==> src/scdb_pkg.sv <==
`default_nettype none
// ----------------------------------------------------------------------------
// scdb_pkg
// Shared types and constants of the SATA command descriptor builder.
// ----------------------------------------------------------------------------
package scdb_pkg;

    // PRDT geometry
    localparam int MAX_PRDT_ENTRIES  = 8;
    localparam int SECTORS_PER_ENTRY = 16;
    localparam int SECTOR_BYTES      = 512;
    localparam int MAX_SECTORS       = MAX_PRDT_ENTRIES * SECTORS_PER_ENTRY;
    localparam int SEC_W             = $clog2(MAX_SECTORS + 1);
    localparam logic [31:0] ENTRY_STEP_BYTES = 32'(SECTORS_PER_ENTRY * SECTOR_BYTES);

    // ATA commands and task-file bits
    localparam logic [7:0] CMD_READ_DMA_EXT  = 8'h25;
    localparam logic [7:0] CMD_WRITE_DMA_EXT = 8'h35;
    localparam logic [7:0] TF_BUSY           = 8'h80;
    localparam logic [7:0] TF_DRQ            = 8'h08;

    // Configuration register indexes
    localparam logic CFG_PORT_COUNT   = 1'b0;
    localparam logic CFG_PHYS_OFFSET  = 1'b1;

    // Result kinds
    localparam logic KIND_HEADER = 1'b0;
    localparam logic KIND_ENTRY  = 1'b1;

    typedef enum logic [2:0] {
        ST_OK        = 3'd0,
        ST_BAD_PORT  = 3'd1,
        ST_NO_SLOT   = 3'd2,
        ST_BAD_COUNT = 3'd3,
        ST_DEV_BUSY  = 3'd4
    } status_code_t;

    typedef enum logic [1:0] {
        S_IDLE,
        S_CHECK,
        S_HEADER,
        S_ENTRY
    } state_t;

    // Controller to datapath
    typedef struct packed {
        logic capture;     // latch the incoming request
        logic check;       // evaluate checks, set up the PRDT walk
        logic advance;     // step to the next PRDT entry
        logic show_entry;  // present an entry rather than the header
    } dp_cmd_t;

    // Datapath to controller
    typedef struct packed {
        logic error;       // request failed a check
        logic fin;         // current entry is the final one
    } dp_status_t;

endpackage
`default_nettype wire

==> src/scdb_ctrl.sv <==
`default_nettype none
// ----------------------------------------------------------------------------
// scdb_ctrl
// Sequencer: accept a request, check it, emit the header, walk the entries if it passed.
// ----------------------------------------------------------------------------
module scdb_ctrl
    import scdb_pkg::*;
(
    input  wire logic       clk,
    input  wire logic       rst_n,
    input  wire logic       in_valid,
    output logic            in_stall,
    output logic            out_valid,
    input  wire logic       out_stall,
    output dp_cmd_t         dp_cmd,
    input  wire dp_status_t dp_status
);

    state_t state_reg;
    state_t state_next;

    // Hold the state
    always_ff @(posedge clk or negedge rst_n)
    begin
        if (!rst_n)
        begin
            state_reg <= S_IDLE;
        end
        else
        begin
            state_reg <= state_next;
        end
    end

    // Next state
    always_comb
    begin
        state_next = state_reg;
        unique case (state_reg)
            S_IDLE:
            begin
                if (in_valid)
                begin
                    state_next = S_CHECK;
                end
            end
            S_CHECK:
            begin
                state_next = S_HEADER;
            end
            S_HEADER:
            begin
                if (!out_stall)
                begin
                    state_next = dp_status.error ? S_IDLE : S_ENTRY;
                end
            end
            S_ENTRY:
            begin
                if (!out_stall && dp_status.fin)
                begin
                    state_next = S_IDLE;
                end
            end
            default:
            begin
                state_next = S_IDLE;
            end
        endcase
    end

    // Outputs
    always_comb
    begin
        in_stall           = 1'b1;
        out_valid          = 1'b0;
        dp_cmd             = '0;
        unique case (state_reg)
            S_IDLE:
            begin
                in_stall       = 1'b0;
                dp_cmd.capture = in_valid;
            end
            S_CHECK:
            begin
                dp_cmd.check   = 1'b1;
            end
            S_HEADER:
            begin
                out_valid      = 1'b1;
            end
            S_ENTRY:
            begin
                out_valid         = 1'b1;
                dp_cmd.show_entry = 1'b1;
                dp_cmd.advance    = !out_stall;
            end
            default:
            begin
                in_stall = 1'b1;
            end
        endcase
    end

    // Requests are taken only with no result pending
    a_no_overlap: assert property (@(posedge clk) disable iff (!rst_n)
        !in_stall |-> !out_valid)
        else $error("request taken while a result is pending");

    // The header always follows the check cycle
    a_check_then_header: assert property (@(posedge clk) disable iff (!rst_n)
        state_reg == S_CHECK |=> state_reg == S_HEADER)
        else $error("check not followed by header");

    // Entries are emitted only for a request that passed its checks
    a_entry_ok: assert property (@(posedge clk) disable iff (!rst_n)
        state_reg == S_ENTRY |-> !dp_status.error)
        else $error("entry emitted for a failed request");

endmodule
`default_nettype wire

==> src/scdb_dp.sv <==
`default_nettype none
// ----------------------------------------------------------------------------
// scdb_dp
// Datapath: request and configuration registers, checks, PRDT address walk.
// ----------------------------------------------------------------------------
module scdb_dp
    import scdb_pkg::*;
(
    input  wire logic        clk,
    input  wire logic        rst_n,
    input  wire logic        cfg_write,
    input  wire logic        cfg_index,
    input  wire logic [63:0] cfg_data,
    input  wire logic [5:0]  port_index,
    input  wire logic        is_write,
    input  wire logic [47:0] start_lba,
    input  wire logic [15:0] sector_count,
    input  wire logic [63:0] buffer_address,
    input  wire logic [31:0] slots_in_use,
    input  wire logic [7:0]  task_file_status,
    input  wire dp_cmd_t     dp_cmd,
    output dp_status_t       dp_status,
    output logic             kind,
    output logic [2:0]       status,
    output logic [4:0]       slot,
    output logic             write_flag,
    output logic [7:0]       command_code,
    output logic [47:0]      fis_lba,
    output logic [7:0]       fis_count,
    output logic [3:0]       prdt_length,
    output logic [31:0]      entry_address,
    output logic [12:0]      entry_bytes_minus_one,
    output logic             last
);

    // Configuration; only the low word of the offset reaches a 32-bit address
    logic [5:0]  port_count_reg;
    logic [31:0] offset_lo_reg;

    // Captured request
    logic [5:0]  port_reg;
    logic        wr_reg;
    logic [47:0] lba_reg;
    logic [15:0] count_reg;
    logic [31:0] buf_lo_reg;
    logic [31:0] busy_reg;
    logic [7:0]  tf_reg;

    // Check results and PRDT walk
    status_code_t     status_reg;
    logic [4:0]       slot_reg;
    logic [3:0]       entries_reg;
    logic [31:0]      addr_reg;
    logic [SEC_W-1:0] remaining_reg;

    status_code_t     status_next;
    logic [4:0]       slot_next;
    logic [31:0]      low_zero;
    logic [15:0]      entries_wide;
    logic             fin;
    logic [SEC_W-1:0] secs;
    logic [31:0]      bytes_full;
    logic             hdr_ok;

    // Write configuration registers
    always_ff @(posedge clk or negedge rst_n)
    begin
        if (!rst_n)
        begin
            port_count_reg <= '0;
            offset_lo_reg  <= '0;
        end
        else if (cfg_write)
        begin
            unique case (cfg_index)
                CFG_PORT_COUNT:  port_count_reg <= cfg_data[5:0];
                CFG_PHYS_OFFSET: offset_lo_reg  <= cfg_data[31:0];
                default:         port_count_reg <= port_count_reg;
            endcase
        end
    end

    // Latch the request
    always_ff @(posedge clk)
    begin
        if (dp_cmd.capture)
        begin
            port_reg   <= port_index;
            wr_reg     <= is_write;
            lba_reg    <= start_lba;
            count_reg  <= sector_count;
            buf_lo_reg <= buffer_address[31:0];
            busy_reg   <= slots_in_use;
            tf_reg     <= task_file_status;
        end
    end

    // Isolate the lowest clear slot bit and encode it
    always_comb
    begin
        low_zero  = ~busy_reg & (busy_reg + 32'd1);
        slot_next = '0;
        for (int i = 0; i < 32; i++)
        begin
            if (low_zero[i])
            begin
                slot_next = slot_next | 5'(i);
            end
        end
    end

    // Checks in priority order
    always_comb
    begin
        priority if (port_reg >= port_count_reg)
        begin
            status_next = ST_BAD_PORT;
        end
        else if (busy_reg == '1)
        begin
            status_next = ST_NO_SLOT;
        end
        else if (count_reg == '0 || count_reg > 16'(MAX_SECTORS))
        begin
            status_next = ST_BAD_COUNT;
        end
        else if ((tf_reg & (TF_BUSY | TF_DRQ)) != '0)
        begin
            status_next = ST_DEV_BUSY;
        end
        else
        begin
            status_next = ST_OK;
        end
    end

    assign entries_wide = (count_reg - 16'd1) / 16'(SECTORS_PER_ENTRY) + 16'd1;

    // Register the check results and advance the entry walk
    always_ff @(posedge clk)
    begin
        if (dp_cmd.check)
        begin
            status_reg    <= status_next;
            slot_reg      <= slot_next;
            entries_reg   <= entries_wide[3:0];
            addr_reg      <= buf_lo_reg - offset_lo_reg;
            remaining_reg <= count_reg[SEC_W-1:0];
        end
        else if (dp_cmd.advance)
        begin
            addr_reg      <= addr_reg + ENTRY_STEP_BYTES;
            remaining_reg <= remaining_reg - SEC_W'(SECTORS_PER_ENTRY);
        end
    end

    // Size of the current entry
    assign fin        = remaining_reg <= SEC_W'(SECTORS_PER_ENTRY);
    assign secs       = fin ? remaining_reg : SEC_W'(SECTORS_PER_ENTRY);
    assign bytes_full = (32'(secs) * 32'(SECTOR_BYTES)) - 32'd1;

    assign dp_status.error = (status_reg != ST_OK);
    assign dp_status.fin   = fin;

    // Drive the result fields
    assign hdr_ok = !dp_cmd.show_entry && (status_reg == ST_OK);

    assign kind                  = dp_cmd.show_entry ? KIND_ENTRY : KIND_HEADER;
    assign status                = dp_cmd.show_entry ? 3'(ST_OK) : 3'(status_reg);
    assign slot                  = hdr_ok ? slot_reg : '0;
    assign write_flag            = hdr_ok & wr_reg;
    assign command_code          = !hdr_ok ? 8'h00 :
                                   (wr_reg ? CMD_WRITE_DMA_EXT : CMD_READ_DMA_EXT);
    assign fis_lba               = hdr_ok ? lba_reg : '0;
    assign fis_count             = hdr_ok ? count_reg[7:0] : '0;
    assign prdt_length           = hdr_ok ? entries_reg : '0;
    assign entry_address         = dp_cmd.show_entry ? addr_reg : '0;
    assign entry_bytes_minus_one = dp_cmd.show_entry ? bytes_full[12:0] : '0;
    assign last                  = dp_cmd.show_entry ? fin : (status_reg != ST_OK);

endmodule
`default_nettype wire

==> src/sata_command_descriptor_builder.sv <==
`default_nettype none
// ----------------------------------------------------------------------------
// sata_command_descriptor_builder
// Checks a SATA read/write request and emits the AHCI command header
// followed by its PRDT entries.
// ----------------------------------------------------------------------------
//  channel   handshake             payload
//  request   in_valid / in_stall   port_index .. task_file_status
//  result    out_valid / out_stall kind .. last
//  config    cfg_valid / cfg_ready cfg_index, cfg_data
//
//  A request passes an accept state and a check state, then gives one result
//  per cycle while not stalled: a header and up to MAX_PRDT_ENTRIES entries.
//  The sequencer handles one request at a time; the next is taken the cycle
//  after the last result is taken. Output stall holds the current result.
//  Reset clears the sequencer and the configuration registers.
// ----------------------------------------------------------------------------
module sata_command_descriptor_builder
    import scdb_pkg::*;
(
    input  wire logic        clk,
    input  wire logic        rst_n,
    input  wire logic        cfg_valid,
    output logic             cfg_ready,
    input  wire logic        cfg_index,
    input  wire logic [63:0] cfg_data,
    input  wire logic        in_valid,
    output logic             in_stall,
    input  wire logic [5:0]  port_index,
    input  wire logic        is_write,
    input  wire logic [47:0] start_lba,
    input  wire logic [15:0] sector_count,
    input  wire logic [63:0] buffer_address,
    input  wire logic [31:0] slots_in_use,
    input  wire logic [7:0]  task_file_status,
    output logic             out_valid,
    input  wire logic        out_stall,
    output logic             kind,
    output logic [2:0]       status,
    output logic [4:0]       slot,
    output logic             write_flag,
    output logic [7:0]       command_code,
    output logic [47:0]      fis_lba,
    output logic [7:0]       fis_count,
    output logic [3:0]       prdt_length,
    output logic [31:0]      entry_address,
    output logic [12:0]      entry_bytes_minus_one,
    output logic             last
);

    dp_cmd_t    dp_cmd;
    dp_status_t dp_status;

    // Configuration is always accepted
    assign cfg_ready = 1'b1;

    scdb_ctrl u_ctrl (
        .clk       (clk),
        .rst_n     (rst_n),
        .in_valid  (in_valid),
        .in_stall  (in_stall),
        .out_valid (out_valid),
        .out_stall (out_stall),
        .dp_cmd    (dp_cmd),
        .dp_status (dp_status)
    );

    scdb_dp u_dp (
        .clk                   (clk),
        .rst_n                 (rst_n),
        .cfg_write             (cfg_valid & cfg_ready),
        .cfg_index             (cfg_index),
        .cfg_data              (cfg_data),
        .port_index            (port_index),
        .is_write              (is_write),
        .start_lba             (start_lba),
        .sector_count          (sector_count),
        .buffer_address        (buffer_address),
        .slots_in_use          (slots_in_use),
        .task_file_status      (task_file_status),
        .dp_cmd                (dp_cmd),
        .dp_status             (dp_status),
        .kind                  (kind),
        .status                (status),
        .slot                  (slot),
        .write_flag            (write_flag),
        .command_code          (command_code),
        .fis_lba               (fis_lba),
        .fis_count             (fis_count),
        .prdt_length           (prdt_length),
        .entry_address         (entry_address),
        .entry_bytes_minus_one (entry_bytes_minus_one),
        .last                  (last)
    );

endmodule
`default_nettype wire

==> config.mk <==
export PLATFORM = sky130hd
export DESIGN_NAME = sata_command_descriptor_builder
export DESIGN_NICKNAME = d
export VERILOG_FILES = /design/src/scdb_pkg.sv /design/src/scdb_ctrl.sv /design/src/scdb_dp.sv /design/src/sata_command_descriptor_builder.sv
export SDC_FILE = /design/constraint.sdc
export NUM_CORES = 1
export LEC_CHECK = 0
export BUFFER_PORTS_ARGS = -buffer_cell sky130_fd_sc_hd__clkbuf_2
export CAP_MARGIN = 25
export CELL_PAD_IN_SITES_DETAIL_PLACEMENT = 2
export CELL_PAD_IN_SITES_GLOBAL_PLACEMENT = 2
export CORE_ASPECT_RATIO = 0.7
export CORE_MARGIN = 8
export CORE_UTILIZATION = 35
export DETAILED_ROUTE_END_ITERATION = 6
export PLACE_DENSITY_LB_ADDON = 0.05
export SYNTH_ARGS = -nofsm -noshare
export SYNTH_HDL_FRONTEND = slang
export SYNTH_HIERARCHICAL = 1
export SYNTH_SLANG_ARGS = --single-unit
==> constraint.sdc <==
create_clock -name clk -period 15.63 [get_ports clk]
set_clock_uncertainty 0.15 [all_clocks]
set_input_delay 1.563 -clock clk [delete_from_list [all_inputs] [get_ports clk]]
set_output_delay 1.563 -clock clk [all_outputs]
set_load 0.005 [all_outputs]
Word-level counts from Yosys, hierarchy flattened:

Cells that the tools add are included.

* flip-flop bits (word level): 235
* output and inout bits: 127

* $add $sub $neg: 7
* order comparisons: 3
* eq/ne operators: 9
* mux-type cells: 63
* bitwise operators: 3
* reductions and logical operators: 19

Operators with widths (number)
* $mux W32: 5
* $mux W5: 16
* $mux W48: 1
* $mux W4: 10
* $add A32 B1 Y32 const B: 1
* $add A32 B14 Y32 const B: 1
* $and A32 B32 Y32: 1
* $eq A32 B32 Y1 const B: 1
* $mux W8: 4
* $not A32 Y32: 1
* $sub A32 B32 Y32: 1
* $mux W3: 9
* $gt A16 B8 Y1 const B: 1
* $logic_not A16 Y1: 1
* $reduce_or A16 Y1: 1
* $mux W2: 7
* $mux W13: 1
* $sub A13 B1 Y13 const B: 1
* $mux W6: 2
* $le A8 B5 Y1 const B: 1
* $pmux W2 S4: 1
* $reduce_bool A8 Y1: 1
* $reduce_or A8 Y1: 1
* $sub A8 B1 Y8 const B: 1
* other kinds (20): 34

Depth between registers and ports, before layout:

Gate-level depths: netlist (run 1).

* word-level depth: 31
* gate-level depth with buffers: 11
* mapped depth without buffers: 11

Cells and area by module:

The synthesis (run 1) kept the hierarchy.

Modules (own cells, without submodules)
* scdb_dp: times used 1, cells each 914, area an instance 11146.9 um^2, seq. area each 6626.4 um^2
* scdb_ctrl: times used 1, cells each 17, area an instance 133.9 um^2, seq. area each 50.0 um^2
* sata_command_descriptor_builder: times used 1, cells each 2, area an instance 11.3 um^2, seq. area each 0.0 um^2

Least setup slack after synthesis (run 1):

Ideal clock, no wire load.

* path type: input -> register
* from: input in_valid
* to: register u_dp.buf_lo_reg[0] (enable)
* library setup time: 636 ps
* arrival: 7262 ps
* required time: 14844 ps
* path slack: 7582 ps
* stages: 2
* path through: inv_1 > nor2_1

RTL lines
* start: declaration: line sata_command_descriptor_builder.sv:27 `input wire logic in_valid,`
* end signal: assignment: line scdb_dp.sv:92 `buf_lo_reg <= buffer_address[31:0];`
* end: declaration: line scdb_dp.sv:45 `logic [31:0] buf_lo_reg;`

==> results of run 1 <==
-- layout make-up --
cell class                      instances  share of cell area
Clock buffer                           31              0.0473
Inverter                               57              0.0154
Timing Repair Buffer                  303               0.111
Antenna cell                            1            0.000180
Tap cell                              427              0.0384
Clock inverter                         14             0.00828
Multi-Input combinational cell        599               0.299
Sequential cell                       229               0.480
-- layer usage --
layer  track usage  vias to the layer above  part of all wire  routed length [microns]
li1              -                     3882                 -                        -
met4        0.0437                        4             0.024                      809
met2         0.293                      141              0.49                    16400
met5             0                        -           0.00075                       25
met3        0.0420                       53             0.050                     1670
met1         0.215                     3991              0.44                    14700
-- per-stage QoR --
stage / hold WS, ps / area, sq um
detailed placement: 348 / 13100
global placement: 339 / 13100
CTS: 361 / 13900
global route: 378 / 13900
finish: 360 / 13900
floorplan: 329 / 11300
-- power breakdown --
group	internal [mW]	leakage [nW]	total [mW]	switching, mW
Sequential	0.850	2.23	0.925	0.0748
Combinational	0.238	3.28	0.606	0.368
Clock	0.330	0.379	0.572	0.242
-- path summary, 6_finish.rpt --
kind	depth (start not counted)	from	endpoint
worst max-delay path	8	u_dp/remaining_reg[0]	entry_bytes_minus_one[11]
max in group asynchronous	2	rst_n	u_dp/offset_lo_reg[14]
worst max register to register	10	u_dp/offset_lo_reg[0]	u_dp/addr_reg[28]
min in group asynchronous	2	rst_n	u_dp/offset_lo_reg[3]
worst min-delay path	1	u_dp/offset_lo_reg[14]	u_dp/offset_lo_reg[14]
worst min register to register	1	u_dp/offset_lo_reg[14]	u_dp/offset_lo_reg[14]
-- cells in the final DEF (no fill, tap or decap), types with 3 or more instances in the layout --
cell type / n
clkinv_2: 5
o21ai_0: 34
edfxtp_1: 189
conb_1: 5
nor2_1: 29
mux2_2: 34
nand3_1: 20
a41oi_1: 5
inv_1: 56
buf_4: 6
clkinv_1: 6
or3_1: 5
nor4b_1: 5
nand2b_1: 8
nor2b_1: 11
a21o_1: 14
clkbuf_1: 5
dfrtp_1: 40
o21a_1: 4
o211ai_1: 8
and2_1: 115
a21oi_1: 43
nand4_1: 14
nand2_1: 60
and3_1: 13
clkbuf_16: 25
xnor2_1: 34
nor4_1: 5
clkbuf_2: 296
ha_1: 43
nor3_1: 12
a31oi_1: 9
a21boi_0: 3
mux2i_1: 6
xor2_1: 15
and4_1: 3
-- logic make-up after synthesis --
family / share of synthesized area
buf+inv: 0.0433
fa+ha+maj: 0.0494
simple gates: 0.157
xor+xnor: 0.0380
flops: 0.591
compound gates: 0.0810
mux: 0.0392
other cells: 0.000665
==> reports/qor.yml, run 1 <==
grt:
  first_pass_grt_wire_length_mm: 52.4
  globalRoute.totalOverflow: 0
  grt_max_degree: 69
  antenna_found_initial: 3
  grt_pass1_vias: 9031
  globalRouteTotalUtil: 0.171
critical_path:
  critical_path_arrival_ps: 2870
  timing.critical_path.cells: "nor3_1 -> a31oi_1 -> nor3_1 -> nand2_1 -> ha_1 -> xnor2_1 -> and2_1 -> clkbuf_2"
  crit_top_cell: "nor3_1"
  required_time_of_the_critical_path_ps: 13920
  critical_path_fanouts_max: 6
  timing.critical_path.slowest_cell_delay_ps: 640
  critPathBufInv: 1
  worst_setup_path_start_kind: "register"
  end_kind: "primary output"
  criticalPathCategory: "reg -> out"
  cpLargestDelayFamily: "simple AND/OR/NAND/NOR gates"
  crit_slowest_cell: "nor3_1"
  reg2reg_setup_slack_ps: 12170
sta:
  tightestPinTransition_ps: 973
  fin_setup_tns_ps: 0
  timing.final.max_slew_violations: 0
  fmax_mhz: 218
  grt_setup_unrepaired: "no"
  setup-violations-final: 0
  final-hold-violation-count: 0
  relSlewSlack: 0.351
  period_minus_slack_ps: 4590
  post-route-worst-setup-slack_ps: 11040
  timing.final.crit_share: 0.293
logic_synthesis:
  synthDominantAreaCellType: "edfxtp_1"
  mappedNetlistArea_sq_mm: 0.0113
  synth.yosys.seq_area_share: 0.591
  yosys-top-cells-count: "189 x edfxtp_1, 115 x and2_1, 60 x nand2_1"
  postSynthRegisterBits: 229
  synthesis.area_per_instance_sq_um: 12.1
  synthCells: 933
  synth_top_area_share: 0.503
  ys_top_cells_by_area: "edfxtp_1 50%, dfrtp_1 8.9%, and2_1 6.4%, ha_1 4.8%, mux2_2 3.4%"
  yosysWarningCount: 6
  yosys.cell_types.count: 65
  synth_most_common_cell: "edfxtp_1"
  async_flop_share: 0.175
  number_of_flops_mapped_to_enable_cells_by_yosys: 189
  synth_flop_cell: "edfxtp_1"
cts:
  cts_num_sinks: 229
  clk_pin_slew_ps: 60
  postCtsSetupRepairBufs: 0
  cts-root-to-sink-buffers: 3
  cts_hold_repair.buffers: 0
  post_cts.resized_instances: 0
  tritoncts: "built"
  clock_tree.htree_level_count: 1
  cts_made_buffers: 25
  clock_tree_root_buffer_cell: "clkbuf_16"
  clock_insertion_delay_worst_skew_ps: 530
run_status:
  status: "finished, final reports clean"
hold_path:
  hold_class: "reg -> reg"
routing:
  dr.first_iter.drc_count: 311
  antenna_violating_nets_post_route: 0
  drc_errors: 0
  first_pass_iters: 4
  finalWirelength_mm: 33.6
  wl_per_cell_microns: 20.2
  via_per_inst: 4.86
  vias: 8071
place:
  dp.cells: 1614
  post-dp-hpwl_mm: 25.4
  placement.setup.worst_slack_ps: 10930
  port_buffers: 296
  globalplace.congestion: 0.755
layout:
  fillerInstances: 3366
  postLayoutCoreUtil: 0.433
  final-instance-count-excl-fill: 1661
  layout_net_count: 1504
  final_layout_size_suffix_gt1_frac: 0.311
  largest_reg_flops: 48
  final-seq-area_sq_mm: 0.00668
  area.growth.synth_to_final_pct: 23.1
  multi_input_comb_area_sq_mm: 0.00415
floorplan:
  initial_utilization: 0.352
  floorplan.die.width_microns: 231
  floorplan.core_area_sq_mm: 0.0321
  fp-row-count: 55
  die-area_sq_mm: 0.0384
  dieHeight_microns: 166
  boundaryPins: 372
pwr:
  leakage_nw: 5.89
  vdd_drop_max_mv: 0.0701
  power.density_cell_area_mw_per_mm2: 151
  power.total_mw: 2.10
job:
  maxCapViolCount: 0
Power figures use the tool's default switching activity.
==> run 2, diff against run 1 <==
- CORE_UTILIZATION: 35 -> 29
- clock period: 15.63 -> 4.21 ns (I/O delays scaled with it)
==> reports/qor.yml, run 2 (synthesis results as in run 1) <==
run_status:
  status: "finished, final reports clean"
routing:
  antenna_violating_nets_post_route: 0  # unchanged
  first_pass_iters: 6  # +2
  wl_per_cell_microns: 19.6  # -2.9%
  vias: 8790  # +8.9%
  via_per_inst: 4.53  # -6.8%
  drc_errors: 0  # unchanged
  finalWirelength_mm: 38.1  # +13%
  dr.first_iter.drc_count: 319  # +2.6%
layout:
  final-instance-count-excl-fill: 1940  # +17%
  final_layout_size_suffix_gt1_frac: 0.275  # -0.0358
  layout.cells.most_common_list: "296 x clkbuf_2, 189 x edfxtp_1, 168 x dlygate4sd3_1"
  area.growth.synth_to_final_pct: 39.8
  layout_net_count: 1682  # +12%
  layout.cells.most_common: "clkbuf_2"
  largest_reg_flops: 48  # unchanged
critical_path:
  critical_path_arrival_ps: 2900  # +30 ps
  reg2regPathDepth: 8  # -2
  end_kind: "primary output"
  worst_r2r_start: "u_dp/buf_lo_reg[4]"
  worst_setup_path_start_kind: "register"
  critical_path_fanouts_max: 6  # unchanged
  setup.worst_path.end: "entry_bytes_minus_one[11]"
  worst_setup_path_startpoint: "u_dp/remaining_reg[0]"
  required_time_of_the_critical_path_ps: 3640  # -10280 ps
  reg2reg_setup_slack_ps: 800  # -11370 ps
  criticalPathCategory: "reg -> out"
  timing.rr.end: "u_dp/addr_reg[31]"
hold_path:
  hold_class: "in -> reg"
  holdPathStages: 2  # +1
pwr:
  leakage_nw: 6.64  # +13%
  power.density_cell_area_mw_per_mm2: 508  # +240%
  vdd_drop_max_mv: 0.356  # +410%
grt:
  grt_pass1_vias: 9994  # +11%
  globalRoute.totalOverflow: 0  # unchanged
  first_pass_grt_wire_length_mm: 58.7  # +12%
  grt_max_degree: 59  # -14%
  globalRouteTotalUtil: 0.164  # -0.00793
  antenna_found_initial: 1  # -2
place:
  port_buffers: 296  # unchanged
  dp.cells: 1724  # +6.8%
  post-dp-hpwl_mm: 26.8  # +5.4%
  globalplace.congestion: 0.761  # +0.86%
floorplan:
  die-area_sq_mm: 0.0456  # +19%
  boundaryPins: 372  # unchanged
  fp-row-count: 60  # +9.1%
  floorplan.core_area_sq_mm: 0.0384  # +20%
  initial_utilization: 0.294  # -0.0583
  floorplan.die.width_microns: 252  # +9.2%
  dieHeight_microns: 181  # +8.9%
sta:
  relSlewSlack: 0.422  # +0.0717
  timing.final.crit_share: 0.826
  timing.final.max_slew_violations: 0  # unchanged
  grt_setup_unrepaired: "no"
  fin_setup_tns_ps: 0  # unchanged
  tightestPinTransition_ps: 865  # -108 ps
  final-hold-violation-count: 0  # unchanged
  fmax_mhz: 288
  period_minus_slack_ps: 3480
  setup-violations-final: 0  # unchanged
cts:
  tritoncts: "built"
  cts_made_buffers: 26  # +4.0%
  clock_tree_root_buffer_cell: "clkbuf_16"
  post_cts.resized_instances: 0  # unchanged
  cts_num_sinks: 229  # unchanged
  clock_insertion_delay_worst_skew_ps: 540  # about the same
  cts-root-to-sink-buffers: 3  # unchanged
  clock_tree.htree_level_count: 1  # unchanged
  clk_pin_slew_ps: 60  # about the same
job:
  maxCapViolCount: 0  # unchanged
run 2: repair_timing:
item | in CTS | in global routing
hold buffers | 168 | 0
buffers inserted | 0 | 0
hold endpoints to repair | 182 | 0
run 2: cell type report:
| cell class | instances | area, sq um |
|---|---|---|
| clock buffers | 43 | 756 |
| fillers | 4047 | 22700 |
| flip-flops and latches | 229 | 6680 |
| diodes | 1 | 2.50 |
| inverters | 57 | 214 |
| clock inverters | 4 | 16.3 |
| repair buffers | 480 | 3310 |
| multi-input cells | 599 | 4150 |
| well taps | 527 | 659 |
run 2: per-layer routing:
layer / wire length, microns / track usage
met1: 16500 / 0.203
met2: 19000 / 0.286
met3: 1320 / 0.0282
met4: 1280 / 0.0520
met5: 0 / 0
run 2: report_power, final:
| part | switching (mW) | internal (mW) | leakage [nW] |
|---|---|---|---|
| clock | 0.928 | 1.21 | 0.372 |
| combinational | 1.44 | 1.02 | 4.04 |
| sequential | 0.269 | 3.15 | 2.23 |
run 2: worst min-delay path by stage:
stage	startpoint	endpoint	slack (ps)
finish	cfg_data[0]	u_dp/offset_lo_reg[0]	40
global route	cfg_data[0]	u_dp/offset_lo_reg[0]	30
CTS	cfg_data[2]	u_dp/port_count_reg[2]	6
detailed placement	rst_n	u_dp/offset_lo_reg[22]	230
global placement	rst_n	u_dp/port_count_reg[2]	230
floorplan	rst_n	u_ctrl/state_reg[0]	-20
run 2: metrics by stage:
step                      area (sq um)  total power [mW]  hold slack, ps  setup WS, ps  utilization
after global routing             15800              8.56            25.6           469        0.411
after CTS                        15800              8.16            5.95           672        0.411
after floorplan                  11300              4.95           -24.6           873            -
after global placement           13300              5.77             231           862        0.346
final                            15800              8.03            40.0           734        0.411
after detailed placement         13300              5.83             228           859        0.347
run 2: worst max-delay path, cell delays in order (launching register included):
cell and delay, ps:
edfxtp_1 380, nor3_1 380, a31oi_1 140, nor3_1 650
nand2_1 180, ha_1 250, xnor2_1 140, and2_1 140
clkbuf_2 110
